==> config.mk <==
export PLATFORM = sky130hd
export DESIGN_NAME = button_debounce_long_press_repeat_unit
export DESIGN_NICKNAME = d
export VERILOG_FILES = /design/src/bdlp_pkg.sv /design/src/button_debounce_long_press_repeat_unit.sv /design/src/bdlp_csr.sv /design/src/bdlp_core.sv
export SDC_FILE = /design/constraint.sdc
export NUM_CORES = 1
export LEC_CHECK = 0
export BUFFER_PORTS_ARGS = -buffer_cell sky130_fd_sc_hd__buf_2
export CAP_MARGIN = 20
export CORE_MARGIN = 2
export CORE_UTILIZATION = 40
export CTS_CLUSTER_SIZE = 10
export DETAILED_ROUTE_END_ITERATION = 8
export PLACE_DENSITY_LB_ADDON = 0.15
export SYNTH_ARGS = -nofsm -noshare
export SYNTH_HDL_FRONTEND = slang
export SYNTH_SLANG_ARGS = --single-unit
==> constraint.sdc <==
create_clock -name clock -period 6.8 [get_ports clock]
set_input_delay 1.36 -clock clock [delete_from_list [all_inputs] [get_ports clock]]
set_output_delay 1.36 -clock clock [all_outputs]
set_load 0.05 [all_outputs]
==> src/bdlp_pkg.sv <==
// Shared types and constants for the button debounce, long press and repeat unit.
package bdlp_pkg;

   localparam int unsigned TIME_W = 32;
   localparam int unsigned CFG_W = 16;
   localparam int unsigned CSR_IDX_W = 2;
   localparam int unsigned REQ_DATA_W = 40;
   localparam int unsigned RSP_DATA_W = 8;

   localparam logic [CSR_IDX_W-1:0] CSR_DEBOUNCE_TIME = 2'd0;
   localparam logic [CSR_IDX_W-1:0] CSR_LONG_PRESS_TIME = 2'd1;
   localparam logic [CSR_IDX_W-1:0] CSR_REPEAT_INTERVAL = 2'd2;

   localparam logic [CFG_W-1:0] DEBOUNCE_TIME_RST = 16'd20;
   localparam logic [CFG_W-1:0] LONG_PRESS_TIME_RST = 16'd500;
   localparam logic [CFG_W-1:0] REPEAT_INTERVAL_RST = 16'd100;

   typedef struct packed {
      logic [CFG_W-1:0] debounce_time;
      logic [CFG_W-1:0] long_press_time;
      logic [CFG_W-1:0] repeat_interval;
   } cfg_type;

   typedef struct packed {
      logic press_event;
      logic release_event;
      logic repeat_event;
      logic held;
   } event_type;

endpackage

==> src/button_debounce_long_press_repeat_unit.sv <==
// Top level of the button debounce, long press and auto-repeat unit.
// Each request carries a raw active-low button level and a millisecond timestamp and yields
// exactly one response with press, release and repeat pulses and the debounced held level.
// A request is taken when req_tready is high: an input register holds it, the state update
// and event decision are done in subtract-and-compare logic against the timing registers,
// and an output register holds the response: one request per cycle while rsp_tready is
// high. The user must write timing registers via the csr_ port while idle (unenforced).
module button_debounce_long_press_repeat_unit (
   input  logic                                clock,
   input  logic                                reset,
   input  logic                                req_tvalid,
   output logic                                req_tready,
   // [0] raw_level, [32:1] time_ms, [39:33] zero
   input  logic [bdlp_pkg::REQ_DATA_W-1:0]     req_tdata,
   output logic                                rsp_tvalid,
   input  logic                                rsp_tready,
   // [0] press_event, [1] release_event, [2] repeat_event, [3] held, [7:4] zero
   output logic [bdlp_pkg::RSP_DATA_W-1:0]     rsp_tdata,
   input  logic                                csr_we,
   input  logic [bdlp_pkg::CSR_IDX_W-1:0]      csr_index,
   input  logic [bdlp_pkg::CFG_W-1:0]          csr_wdata
);

   bdlp_pkg::cfg_type   cfg;
   bdlp_pkg::event_type events;

   logic                        in_valid_ff, in_valid_in;
   logic                        in_raw_ff;
   logic [bdlp_pkg::TIME_W-1:0] in_time_ff;
   logic                        out_valid_ff, out_valid_in;
   bdlp_pkg::event_type         out_ev_ff;
   logic                        out_free, step, take;

   bdlp_csr u_csr (
      .clock     (clock),
      .reset     (reset),
      .csr_we    (csr_we),
      .csr_index (csr_index),
      .csr_wdata (csr_wdata),
      .cfg       (cfg)
   );

   bdlp_core u_core (
      .clock     (clock),
      .reset     (reset),
      .cfg       (cfg),
      .step      (step),
      .raw_level (in_raw_ff),
      .time_ms   (in_time_ff),
      .events    (events)
   );

   always_comb begin
      out_free = !out_valid_ff || rsp_tready;
      step = in_valid_ff && out_free;
      req_tready = !in_valid_ff || out_free;
      take = req_tvalid && req_tready;
      in_valid_in = take ? 1'b1 : (in_valid_ff && !out_free);
      out_valid_in = step ? 1'b1 : (out_valid_ff && !rsp_tready);
   end

   always_ff @(posedge clock) begin
      if (reset) begin
         in_valid_ff <= 1'b0;
         out_valid_ff <= 1'b0;
      end else begin
         in_valid_ff <= in_valid_in;
         out_valid_ff <= out_valid_in;
      end
   end

   always_ff @(posedge clock) begin
      if (take) begin
         in_raw_ff <= req_tdata[0];
         in_time_ff <= req_tdata[bdlp_pkg::TIME_W:1];
      end
      if (step) begin
         out_ev_ff <= events;
      end
   end

   assign rsp_tvalid = out_valid_ff;
   assign rsp_tdata = {4'd0, out_ev_ff.held, out_ev_ff.repeat_event,
                       out_ev_ff.release_event, out_ev_ff.press_event};

endmodule

==> src/bdlp_csr.sv <==
// Configuration registers for debounce, long-press and repeat timing.
module bdlp_csr (
   input  logic                           clock,
   input  logic                           reset,
   input  logic                           csr_we,
   input  logic [bdlp_pkg::CSR_IDX_W-1:0] csr_index,
   input  logic [bdlp_pkg::CFG_W-1:0]     csr_wdata,
   output bdlp_pkg::cfg_type              cfg
);

   bdlp_pkg::cfg_type cfg_ff;
   bdlp_pkg::cfg_type cfg_in;

   always_comb begin
      cfg_in = cfg_ff;
      if (csr_we) begin
         case (csr_index)
            bdlp_pkg::CSR_DEBOUNCE_TIME:   cfg_in.debounce_time = csr_wdata;
            bdlp_pkg::CSR_LONG_PRESS_TIME: cfg_in.long_press_time = csr_wdata;
            bdlp_pkg::CSR_REPEAT_INTERVAL: cfg_in.repeat_interval = csr_wdata;
            default:                       cfg_in = cfg_ff;
         endcase
      end
   end

   always_ff @(posedge clock) begin
      if (reset) begin
         cfg_ff.debounce_time <= bdlp_pkg::DEBOUNCE_TIME_RST;
         cfg_ff.long_press_time <= bdlp_pkg::LONG_PRESS_TIME_RST;
         cfg_ff.repeat_interval <= bdlp_pkg::REPEAT_INTERVAL_RST;
      end else begin
         cfg_ff <= cfg_in;
      end
   end

   assign cfg = cfg_ff;

endmodule

==> src/bdlp_core.sv <==
// Debounce, long-press and repeat state with its per-request update logic.
module bdlp_core (
   input  logic                        clock,
   input  logic                        reset,
   input  bdlp_pkg::cfg_type           cfg,
   input  logic                        step,
   input  logic                        raw_level,
   input  logic [bdlp_pkg::TIME_W-1:0] time_ms,
   output bdlp_pkg::event_type         events
);

   logic                        last_raw_ff, last_raw_in;
   logic                        stable_ff, stable_in;
   logic                        long_on_ff, long_on_in;
   logic [bdlp_pkg::TIME_W-1:0] change_time_ff, change_time_in;
   logic [bdlp_pkg::TIME_W-1:0] press_start_ff, press_start_in;
   logic [bdlp_pkg::TIME_W-1:0] last_repeat_ff, last_repeat_in;

   logic [bdlp_pkg::TIME_W-1:0] d_change, d_press, d_repeat;
   logic raw_changed, edge_seen, press, release_ev, long_kept, press_due;
   logic enter_long, rebase, repeat_due, repeat_ev;

   always_comb begin
      d_change = time_ms - change_time_ff;
      d_press = time_ms - press_start_ff;
      d_repeat = time_ms - last_repeat_ff;
      raw_changed = raw_level != last_raw_ff;
      edge_seen = !raw_changed && (d_change > {16'd0, cfg.debounce_time}) &&
                  (raw_level != stable_ff);
      press = edge_seen && !raw_level;
      release_ev = edge_seen && raw_level;
      stable_in = edge_seen ? raw_level : stable_ff;
      long_kept = edge_seen ? 1'b0 : long_on_ff;
      press_due = press ? (cfg.long_press_time == '0)
                        : (d_press >= {16'd0, cfg.long_press_time});
      enter_long = !long_kept && !stable_in && press_due;
      long_on_in = long_kept || enter_long;
      rebase = press || enter_long;
      repeat_due = rebase ? (cfg.repeat_interval == '0)
                          : (d_repeat >= {16'd0, cfg.repeat_interval});
      repeat_ev = long_on_in && !stable_in && repeat_due;
      last_repeat_in = (rebase || repeat_ev) ? time_ms : last_repeat_ff;
      press_start_in = press ? time_ms : press_start_ff;
      change_time_in = raw_changed ? time_ms : change_time_ff;
      last_raw_in = raw_level;

      events.press_event = press;
      events.release_event = release_ev;
      events.repeat_event = repeat_ev;
      events.held = !stable_in;
   end

   always_ff @(posedge clock) begin
      if (reset) begin
         last_raw_ff <= 1'b1;
         stable_ff <= 1'b1;
         long_on_ff <= 1'b0;
         change_time_ff <= '0;
         press_start_ff <= '0;
         last_repeat_ff <= '0;
      end else if (step) begin
         last_raw_ff <= last_raw_in;
         stable_ff <= stable_in;
         long_on_ff <= long_on_in;
         change_time_ff <= change_time_in;
         press_start_ff <= press_start_in;
         last_repeat_ff <= last_repeat_in;
      end
   end

endmodule
==> results.toml, run 1 <==
[run_status]
outcome = "finished, final reports clean"

[synth]
synth_ff_type = "dfxtp_1"
ys_seq_area_share_pct = 29.5
ys_types = 80
async_flop_share_pct = 0
ys_warn_count = 0
syn_inst = 1817
synth_edf_count = 37
avgSynthCellArea_sq_um = 7.64
syn-cell-area_sq_um = 13900
synth_seq_cells = 186

[final_layout]
final_util_pct = 44.3
drive_gt1_share_pct = 7.57
diodes = 0
final_cell_mix = "nand2_1, a21oi_1, inv_1"
nFillCells = 3537
area_growth_pct = 9.63
multi_input_area_sq_um = 8810
regArea_sq_um = 4090
nets = 2057
layout_commonest_cell = "nand2_1"

[route]
ant_nets = 0
viasPerCell = 5.49
drc = 0
num_vias = 12719
wl_um = 39800
wl_per_cell_um = 17.2
drt-initial-drc-count = 898
first_pass_iters = 6

[global_routing]
grt_overflow_total = 0
grt_pass1_vias = 11986
grt_pass1_wl_um = 63800
track_usage_pct = 22.3
grt_start_max_net_pins = 78
antenna_found_initial = 0

[worst_setup_path]
reg2regPathDepth = 22
reg2reg_from = "in_time_ff[0]"
startpoint = "in_time_ff[0]"
path_delay_family = "simple AND/OR/NAND/NOR gates"
worst_path_largest_cell_delay_ns = 0.60
critical_path_class = "flop to flop"
worstPathRequired_ns = 7.01
endpoint = "rsp_tdata[2]"
worstSetupPathDepth = 22
crit_path_max_fanout = 6
worstSetupEndpointType = "flop"
timing.rr.end = "rsp_tdata[2]"
path_buf_inv = 1
cpMaxStageDelayCell = "or4_4"
startpoint_type = "flop"
crit_arrival_ns = 6.51
path_cells = "inv_1, ha_1, fa_1, nand2b_1, a21o_1, a211oi_1, o21ai_0, nand2b_1, xor2_1, ha_1, a21oi_1, nand2_1, a221o_1, o31a_1, nor4_1, nand4_1, or4_1, or4_4, a21boi_2, mux2i_1, or2b_1, and4_1"
r2r_slack_ns = 0.50

[pwr]
combinationalPowerShare_pct = 26.5
p_int_mw = 1.99
p_sw_share_pct = 33.9
finalPower_mw = 3.01
power.density_nw_per_um2 = 198
p_sw_mw = 1.02
seqPwrFrac_pct = 40.2
leakagePower_nw = 5.70
pwr-share-clk_pct = 33.3
peakVddDrop_mv = 0.128

[clocking]
cts_made_buffers = 17
cts_resized = 0
cts_root_buffer = "clkbuf_16"
cts_sinks = 186
path_clk_slew_ns = 0.08
postCtsSetupRepairBufs = 0
h-tree-depth = 4
cts_tree = "yes"
cts_buffer_depth = 2
clock_latency_ns = 0.45
cts_hold_buf = 0

[placed_design]
gp_congestion = 0.927
portBuffers = 61
dp_hpwl_um = 31600

[timing]
finalCriticalPeriod_ns = 6.30
max_freq_mhz = 159
setup_viol = 0
period_share_pct = 92.7
clock_skew_ns = 0.0115
maxSlewViolCount = 0
tightest_slew_ns = 0.941
hold_ws_ns = 0.454
fin_setup_tns_ns = 0
finalHoldViolCount = 0
rsz0062_at_grt = "false"
max-slew-margin-rel_pct = 37.3

[floorplanning]
fp.dieArea_sq_um = 36200
die_w_um = 190
core_area_sq_um = 34400
die_h_um = 190
io_pins = 73
start_util_pct = 40.4
row_count = 68

[min_path]
hp-class = "flop to flop"

[flow_run]
cap_violations = 0
-- kinds of logic (layout without fill, tap and decap cells) --
family,count (synthesis),after routing,share of synthesized area [%]
flops,186,186,29.5
buf+inv,248,291,7.21
simple gates,640,640,20.7
xor+xnor,70,70,4.42
fa+ha+maj,144,144,13.1
other cells,1,4,0.0270
compound gates,487,487,22.1
mux,41,41,2.96
-- per-layer routing --
metal  part of all wire (%)  global-route usage [%]
met1                     50                    31.8
met2                     45                    36.0
met3                    3.4                    2.17
met4                    1.7                    5.72
met5                      0                       0
-- synth_stat cells, types with 18 or more instances --
cell,count,area [sq um]
a21oi_1,210,1050
nor3_1,21,105
dfxtp_1,149,2980
a21o_1,37,278
mux2i_1,40,400
xnor2_1,47,412
clkbuf_1,57,214
inv_1,172,646
edfxtp_1,37,1110
o21a_1,19,143
nand2_1,369,1390
nand4_1,28,175
xor2_1,23,201
o21ai_0,68,340
nor2_1,83,312
o211ai_1,24,180
ha_1,141,1760
nor4_1,18,113
nand3_1,28,140
-- through the flow --
stage / instances / instance area (sq um) / worst slack [ns]
6_report: 2318 / 15200 / 0.498
3_3_place_gp: 2284 / 14600 / 0.488
2_1_floorplan: 1820 / 13900 / 1.19
5_1_grt: 2318 / 15200 / 0.107
4_1_cts: 2317 / 15200 / 0.444
3_5_place_dp: 2285 / 14600 / 0.457
-- worst min path at each step --
stage	start	to	slack, ns	cells past startpoint
2_1_floorplan	u_core.last_repeat_ff[10]	u_core.last_repeat_ff[10]	0.43	2
3_3_place_gp	u_core.change_time_ff[18]	u_core.change_time_ff[18]	0.44	2
3_5_place_dp	u_core.last_repeat_ff[15]	u_core.last_repeat_ff[15]	0.45	2
4_1_cts	u_core.change_time_ff[16]	u_core.change_time_ff[16]	0.46	2
5_1_grt	u_core.press_start_ff[23]	u_core.press_start_ff[23]	0.47	2
6_report	u_core.press_start_ff[4]	u_core.press_start_ff[4]	0.45	2
-- worst min-delay path: stages, from the launching register on --
cell	delay [ns]
dfxtp_1	0.31
nand2_1	0.05
a21oi_1	0.05
-- power groups by stage --
stage / registers (mW) / logic [mW] / clock network, mW
3_5_place_dp: 1.24 / 0.792 / 0
4_1_cts: 1.21 / 0.796 / 1.03
6_report: 1.21 / 0.799 / 1.00
2_1_floorplan: 1.22 / 0.585 / 0
5_1_grt: 1.22 / 0.896 / 1.07
3_3_place_gp: 1.24 / 0.782 / 0
-- flip-flops by register name, indices dropped and copies added (netlist names), 4 cells and up --
signal                 cells
in_time_ff                32
u_core.press_start_ff     32
u_core.last_repeat_ff     32
rsp_tdata                  4
u_csr.cfg                 48
u_core.change_time_ff     32
-- area by class of cell --
cell class / count / share of cell area, %
multi-input combinational: 1386 / 57.9
sequential: 186 / 26.9
inverter: 174 / 4.29
tap: 455 / 3.74
timing repair buffer: 85 / 3.47
clock buffer: 19 / 2.99
clock inverter: 13 / 0.756
No activity file was read; power rests on OpenSTA's default activity.
==> run 2, diff against run 1 <==
- ABC_AREA: unset -> 1
- CORE_ASPECT_RATIO: unset -> 0.8
- CORE_UTILIZATION: 40 -> 50
==> run 2 against run 1 <==
  * Clock skew increased by 0.0043 ns
  * Final cell count up 20%
  * First-iteration DRC count rose by 14%
  * Die area is 14% lower
  * Cell area up 5.5%
  * Sequential power is essentially flat
  * Combinational power is 33% higher
  * Maximum frequency increased by 27%
  * Critical endpoint is now u_core.last_repeat_ff[14]
==> results.toml, run 2 <==
[placed_design]
gp_congestion = 0.931
pre_cts_ws_ns = 1.92
place_inst = 2756
dpl-instance-area_sq_um = 15400
portBuffers = 61
dp_hpwl_um = 33900

[route]
viasPerCell = 5.10
num_vias = 14231
drc = 0
drt-initial-drc-count = 1023
ant_nets = 0
dr_wl_met3_um = 2160
wl_um = 41700
route.met2.wl_um = 17300
top_layer_used = "met4"
first_pass_iters = 5
drt-met1-wl_um = 21500
wl_per_cell_um = 15.0

[worst_setup_path]
startpoint_type = "flop"
reg2regPathDepth = 23
worstSetupEndpointType = "flop"
worstPathRequired_ns = 7.18
cpMaxStageDelayCell = "fa_1"
worst_path_largest_cell_delay_ns = 0.48
crit_path_max_fanout = 30
critical_path_class = "flop to flop"
crit_arrival_ns = 5.33
path_cells = "inv_1, ha_1, inv_1, fa_1, nand2_1, nand3_1, and2_1, nand2_1, nand3_1, xor2_1, ha_1, nand4_1, nor3_1, a221oi_1, nand4_1, nor2_2, nor2_1, o21bai_1, o21ai_4, buf_4, nand3_1, nand2_1, nor2_1"

[floorplanning]
row_count = 56
core_area_sq_um = 29300
io_pins = 73
start_util_pct = 50.7
fp.dieArea_sq_um = 31100
die_w_um = 197
die_h_um = 158

[synth]
synth_ff_type = "dfxtp_1"
ys_seq_area_share_pct = 27.6
syn_inst = 2360
syn-cell-area_sq_um = 14900
ys_top_cells_by_count = "nand2_1, inv_1, a21oi_1"
ys_types = 44
synth.most_common_cell = "nand2_1"
synth_seq_cells = 186
avgSynthCellArea_sq_um = 6.29
synth_edf_count = 37
ys_warn_count = 0
synth_top_area_share_pct = 20.1
async_flop_share_pct = 0
ys_top_cells_by_area = "dfxtp_1, nand2_1, inv_1"
synth.largest_area_cell = "dfxtp_1"

[final_layout]
largest_reg_flops = 48
final_cell_mix = "nand2_1, inv_1, a21oi_1"
drive_gt1_share_pct = 5.43
layout_commonest_cell = "nand2_1"
layout.cells.non_filler = 2788
final_util_pct = 54.8
nets = 2606
fin_area_sq_um = 16100
area_growth_pct = 8.10
diodes = 0

[timing]
period_share_pct = 72.8
max-slew-margin-rel_pct = 24.6
setup_viol = 0
finalHoldViolCount = 0
rsz0062_at_grt = "false"
hold_ws_ns = 0.458
clock_skew_ns = 0.0159
fin_setup_tns_ns = 0
tightest_slew_ns = 1.12
fin_ws_ns = 1.85
max_freq_mhz = 202
finalCriticalPeriod_ns = 4.95
maxSlewViolCount = 0

[flow_run]
cap_violations = 0

[clocking]
path_clk_slew_ns = 0.08
cts_resized = 0
clock_latency_ns = 0.45
cts_hold_buf = 0
cts_buffer_depth = 2
h-tree-depth = 4
cts_root_buffer = "clkbuf_16"
cts_tree = "yes"
postCtsSetupRepairBufs = 0
cts_made_buffers = 17
cts_sinks = 186

[pwr]
finalPower_mw = 3.35
leakagePower_nw = 8.31
power.density_nw_per_um2 = 209
peakVddDrop_mv = 0.190

[global_routing]
track_usage_pct = 27.6
antenna_found_initial = 0
grt_overflow_total = 0
grt_start_max_net_pins = 90
grt_pass1_wl_um = 66800
grt_pass1_vias = 12925

[run_status]
outcome = "finished, final reports clean"

[min_path]
hp-class = "flop to flop"
holdPathStages = 2
run 2: logic make-up after synthesis:
group                      after synthesis  synth area share, %
DFF                                    186                 27.6
other                                    1               0.0252
buffers and inverters                  527                 13.8
xor gates and xnor gates                53                 3.13
adders and majority gates              144                 12.3
and+or+nand+nor                       1049                 29.0
AOI/OAI and AO/OA                      400                 14.2
run 2: final cells by class:
| type | instances | area, sq um |
|---|---|---|
| repair buffers | 68 | 370 |
| well taps | 377 | 472 |
| clock buffers | 17 | 425 |
| flip-flops and latches | 186 | 4090 |
| inverters | 476 | 1790 |
| fillers | 3100 | 13200 |
| clock inverters | 14 | 178 |
| multi-input cells | 1650 | 8730 |
run 2: path summary, 6_finish.rpt:
path	startpoint	end	slack, ns
hold reg to reg	u_core.press_start_ff[20]	u_core.press_start_ff[20]	0.46
hold / removal	u_core.press_start_ff[20]	u_core.press_start_ff[20]	0.46
setup reg to reg	in_time_ff[0]	u_core.last_repeat_ff[14]	1.85
setup / recovery	in_time_ff[0]	u_core.last_repeat_ff[14]	1.85
run 2: worst max-delay path, delay by kind of cell, from the launching register on:
family | cells | cell delay, ns
AND/OR/NAND/NOR | 13 | 1.71
adder cells (fa/ha/maj) | 3 | 1.06
AO/OA/AOI/OAI | 3 | 0.79
buffers and inverters | 3 | 0.61
flip-flops | 1 | 0.45
XOR/XNOR | 1 | 0.23
run 2: report_power, final:
| group | internal (mW) | switching, mW | total (mW) |
|---|---|---|---|
| clock | 0.529 | 0.516 | 1.04 |
| sequential | 1.19 | 0.0559 | 1.24 |
| combinational | 0.375 | 0.688 | 1.06 |
run 2: layer usage:
metal,up-vias,global-route usage [%]
li1,7516,-
met1,6371,40.8
met2,302,42.5
met3,42,3.69
met4,0,6.70
met5,-,0
==> run 3, diff against run 2 <==
- clock period: 6.8 -> 4.9 ns (I/O delays scaled with it)
==> run 3 against run 2 <==
  * Hold slack lost 0.00053 ns
  * Critical path depth rose by 1
  * Power up 40%
  * Cell area grew 1.4%
  * Sequential share of layout area shrank 0.35 points
  * Largest power group unchanged
==> results.toml, run 3 (synthesis gave the netlist of run 2 again) <==
[global_routing]
grt_overflow_total = 0
track_usage_pct = 28.6
grt_pass1_vias = 13217
antenna_found_initial = 0
grt_start_max_net_pins = 109
grt_pass1_wl_um = 68600

[pwr]
leakagePower_nw = 8.43
p_int_mw = 2.90
p_sw_mw = 1.79
combinationalPowerShare_pct = 32.8
p_sw_share_pct = 38.2
power.density_nw_per_um2 = 288
seqPwrFrac_pct = 36.5
peakVddDrop_mv = 0.265
pwr-share-clk_pct = 30.7

[floorplanning]
die_h_um = 158
core_area_sq_um = 29300
start_util_pct = 50.7
io_pins = 73
fp.dieArea_sq_um = 31100
row_count = 56
die_w_um = 197

[final_layout]
nets = 2628
area_growth_pct = 9.59
drive_gt1_share_pct = 6.74
layout_commonest_cell = "nand2_1"
layout.cells.non_filler = 2811
regArea_sq_um = 4090
fin_area_sq_um = 16300
final_cell_mix = "nand2_1, inv_1, a21oi_1"
largest_reg_flops = 48
multi_input_area_sq_um = 8770
diodes = 0
nFillCells = 2976

[timing]
max-slew-margin-rel_pct = 32.5
clock_skew_ns = 0.0180
tightest_slew_ns = 1.00
finalHoldViolCount = 0
finalCriticalPeriod_ns = 4.56
max_freq_mhz = 219
fin_ws_ns = 0.341
period_share_pct = 93.0
maxSlewViolCount = 0
setup_viol = 0

[worst_setup_path]
crit_arrival_ns = 4.96
crit_path_max_fanout = 35
startpoint_type = "flop"
worstSetupEndpointType = "flop"
worstPathRequired_ns = 5.30
critical_path_class = "flop to flop"

[clocking]
path_clk_slew_ns = 0.08
cts_tree = "yes"
cts_made_buffers = 17
cts_sinks = 186
clock_latency_ns = 0.46
h-tree-depth = 4
cts_buffer_depth = 2
cts_root_buffer = "clkbuf_16"

[placed_design]
pre_cts_ws_ns = 0.268
gp_congestion = 0.933
dpl-instance-area_sq_um = 15600
dp_hpwl_um = 35200
portBuffers = 61
place_inst = 2776

[run_status]
outcome = "finished, final reports clean"

[route]
ant_nets = 0
first_pass_iters = 5
drt-initial-drc-count = 1099
drc = 0
num_vias = 14376
wl_um = 43300
viasPerCell = 5.11
wl_per_cell_um = 15.4

[min_path]
hp-class = "flop to flop"

[flow_run]
cap_violations = 0
run 3: worst paths after layout:
check / depth (start not counted) / to / slack, ns / from
hold reg to reg: 2 / u_core.press_start_ff[30] / 0.46 / u_core.press_start_ff[30]
hold / removal: 2 / u_core.press_start_ff[30] / 0.46 / u_core.press_start_ff[30]
setup / recovery: 24 / u_core.last_repeat_ff[22] / 0.34 / in_time_ff[3]
setup reg to reg: 24 / u_core.last_repeat_ff[22] / 0.34 / in_time_ff[3]
run 3: timing repair:
item	4_1_cts	5_1_grt
endpoints found under the setup margin	0	39
gates resized for setup	0	11
setup buffers	0	3
hold buffers	0	0
hold endpoints to repair	0	0
run 3: final cells by class:
| class | count | area share, % |
|---|---|---|
| multi-input combinational | 1650 | 53.9 |
| sequential | 186 | 25.2 |
| inverter | 476 | 11.0 |
| timing repair buffer | 90 | 3.37 |
| tap | 377 | 2.90 |
| clock buffer | 18 | 2.70 |
| clock inverter | 14 | 1.01 |
run 3: metal layers:
layer	wire (um)	global-route usage, %
met1	22000	41.5
met2	17800	43.9
met3	2650	4.84
met4	931	7.70
met5	0	0
run 3: through the flow:
stage | hold slack [ns] | power, mW | util, % | TNS, ns
final | 0.458 | 4.69 | 55.6 | 0
after floorplan | 0.433 | 2.85 | - | 0
after CTS | 0.463 | 4.69 | 55.3 | 0
after global routing | 0.478 | 5.01 | 55.6 | -0.114
after detailed placement | 0.451 | 3.25 | 53.3 | 0
after global placement | 0.442 | 3.22 | 53.3 | 0
run 3: critical path, stage by stage, from the launching register on:
cell,delay (ns)
edfxtp_1,0.48
buf_4,0.23
ha_1,0.38
nand2_1,0.12
nor2_1,0.16
inv_1,0.07
nor2_1,0.13
nand2_1,0.06
nand3_1,0.17
xor2_1,0.27
ha_1,0.31
a21oi_1,0.19
o21ai_0,0.14
a221oi_2,0.36
nand4_1,0.29
nor2_2,0.18
inv_1,0.05
nand2_1,0.05
nor2_1,0.06
nor2_2,0.20
o21ai_4,0.11
buf_12,0.18
nand3_1,0.08
nand2_1,0.06
nor2_1,0.14
run 3: power by group through the flow:
stage / Combinational (mW) / Clock (mW) / Sequential [mW]
2_1_floorplan: 1.12 / 0 / 1.73
3_3_place_gp: 1.48 / 0 / 1.74
3_5_place_dp: 1.51 / 0 / 1.74
4_1_cts: 1.52 / 1.46 / 1.71
5_1_grt: 1.76 / 1.52 / 1.72
6_report: 1.54 / 1.44 / 1.71
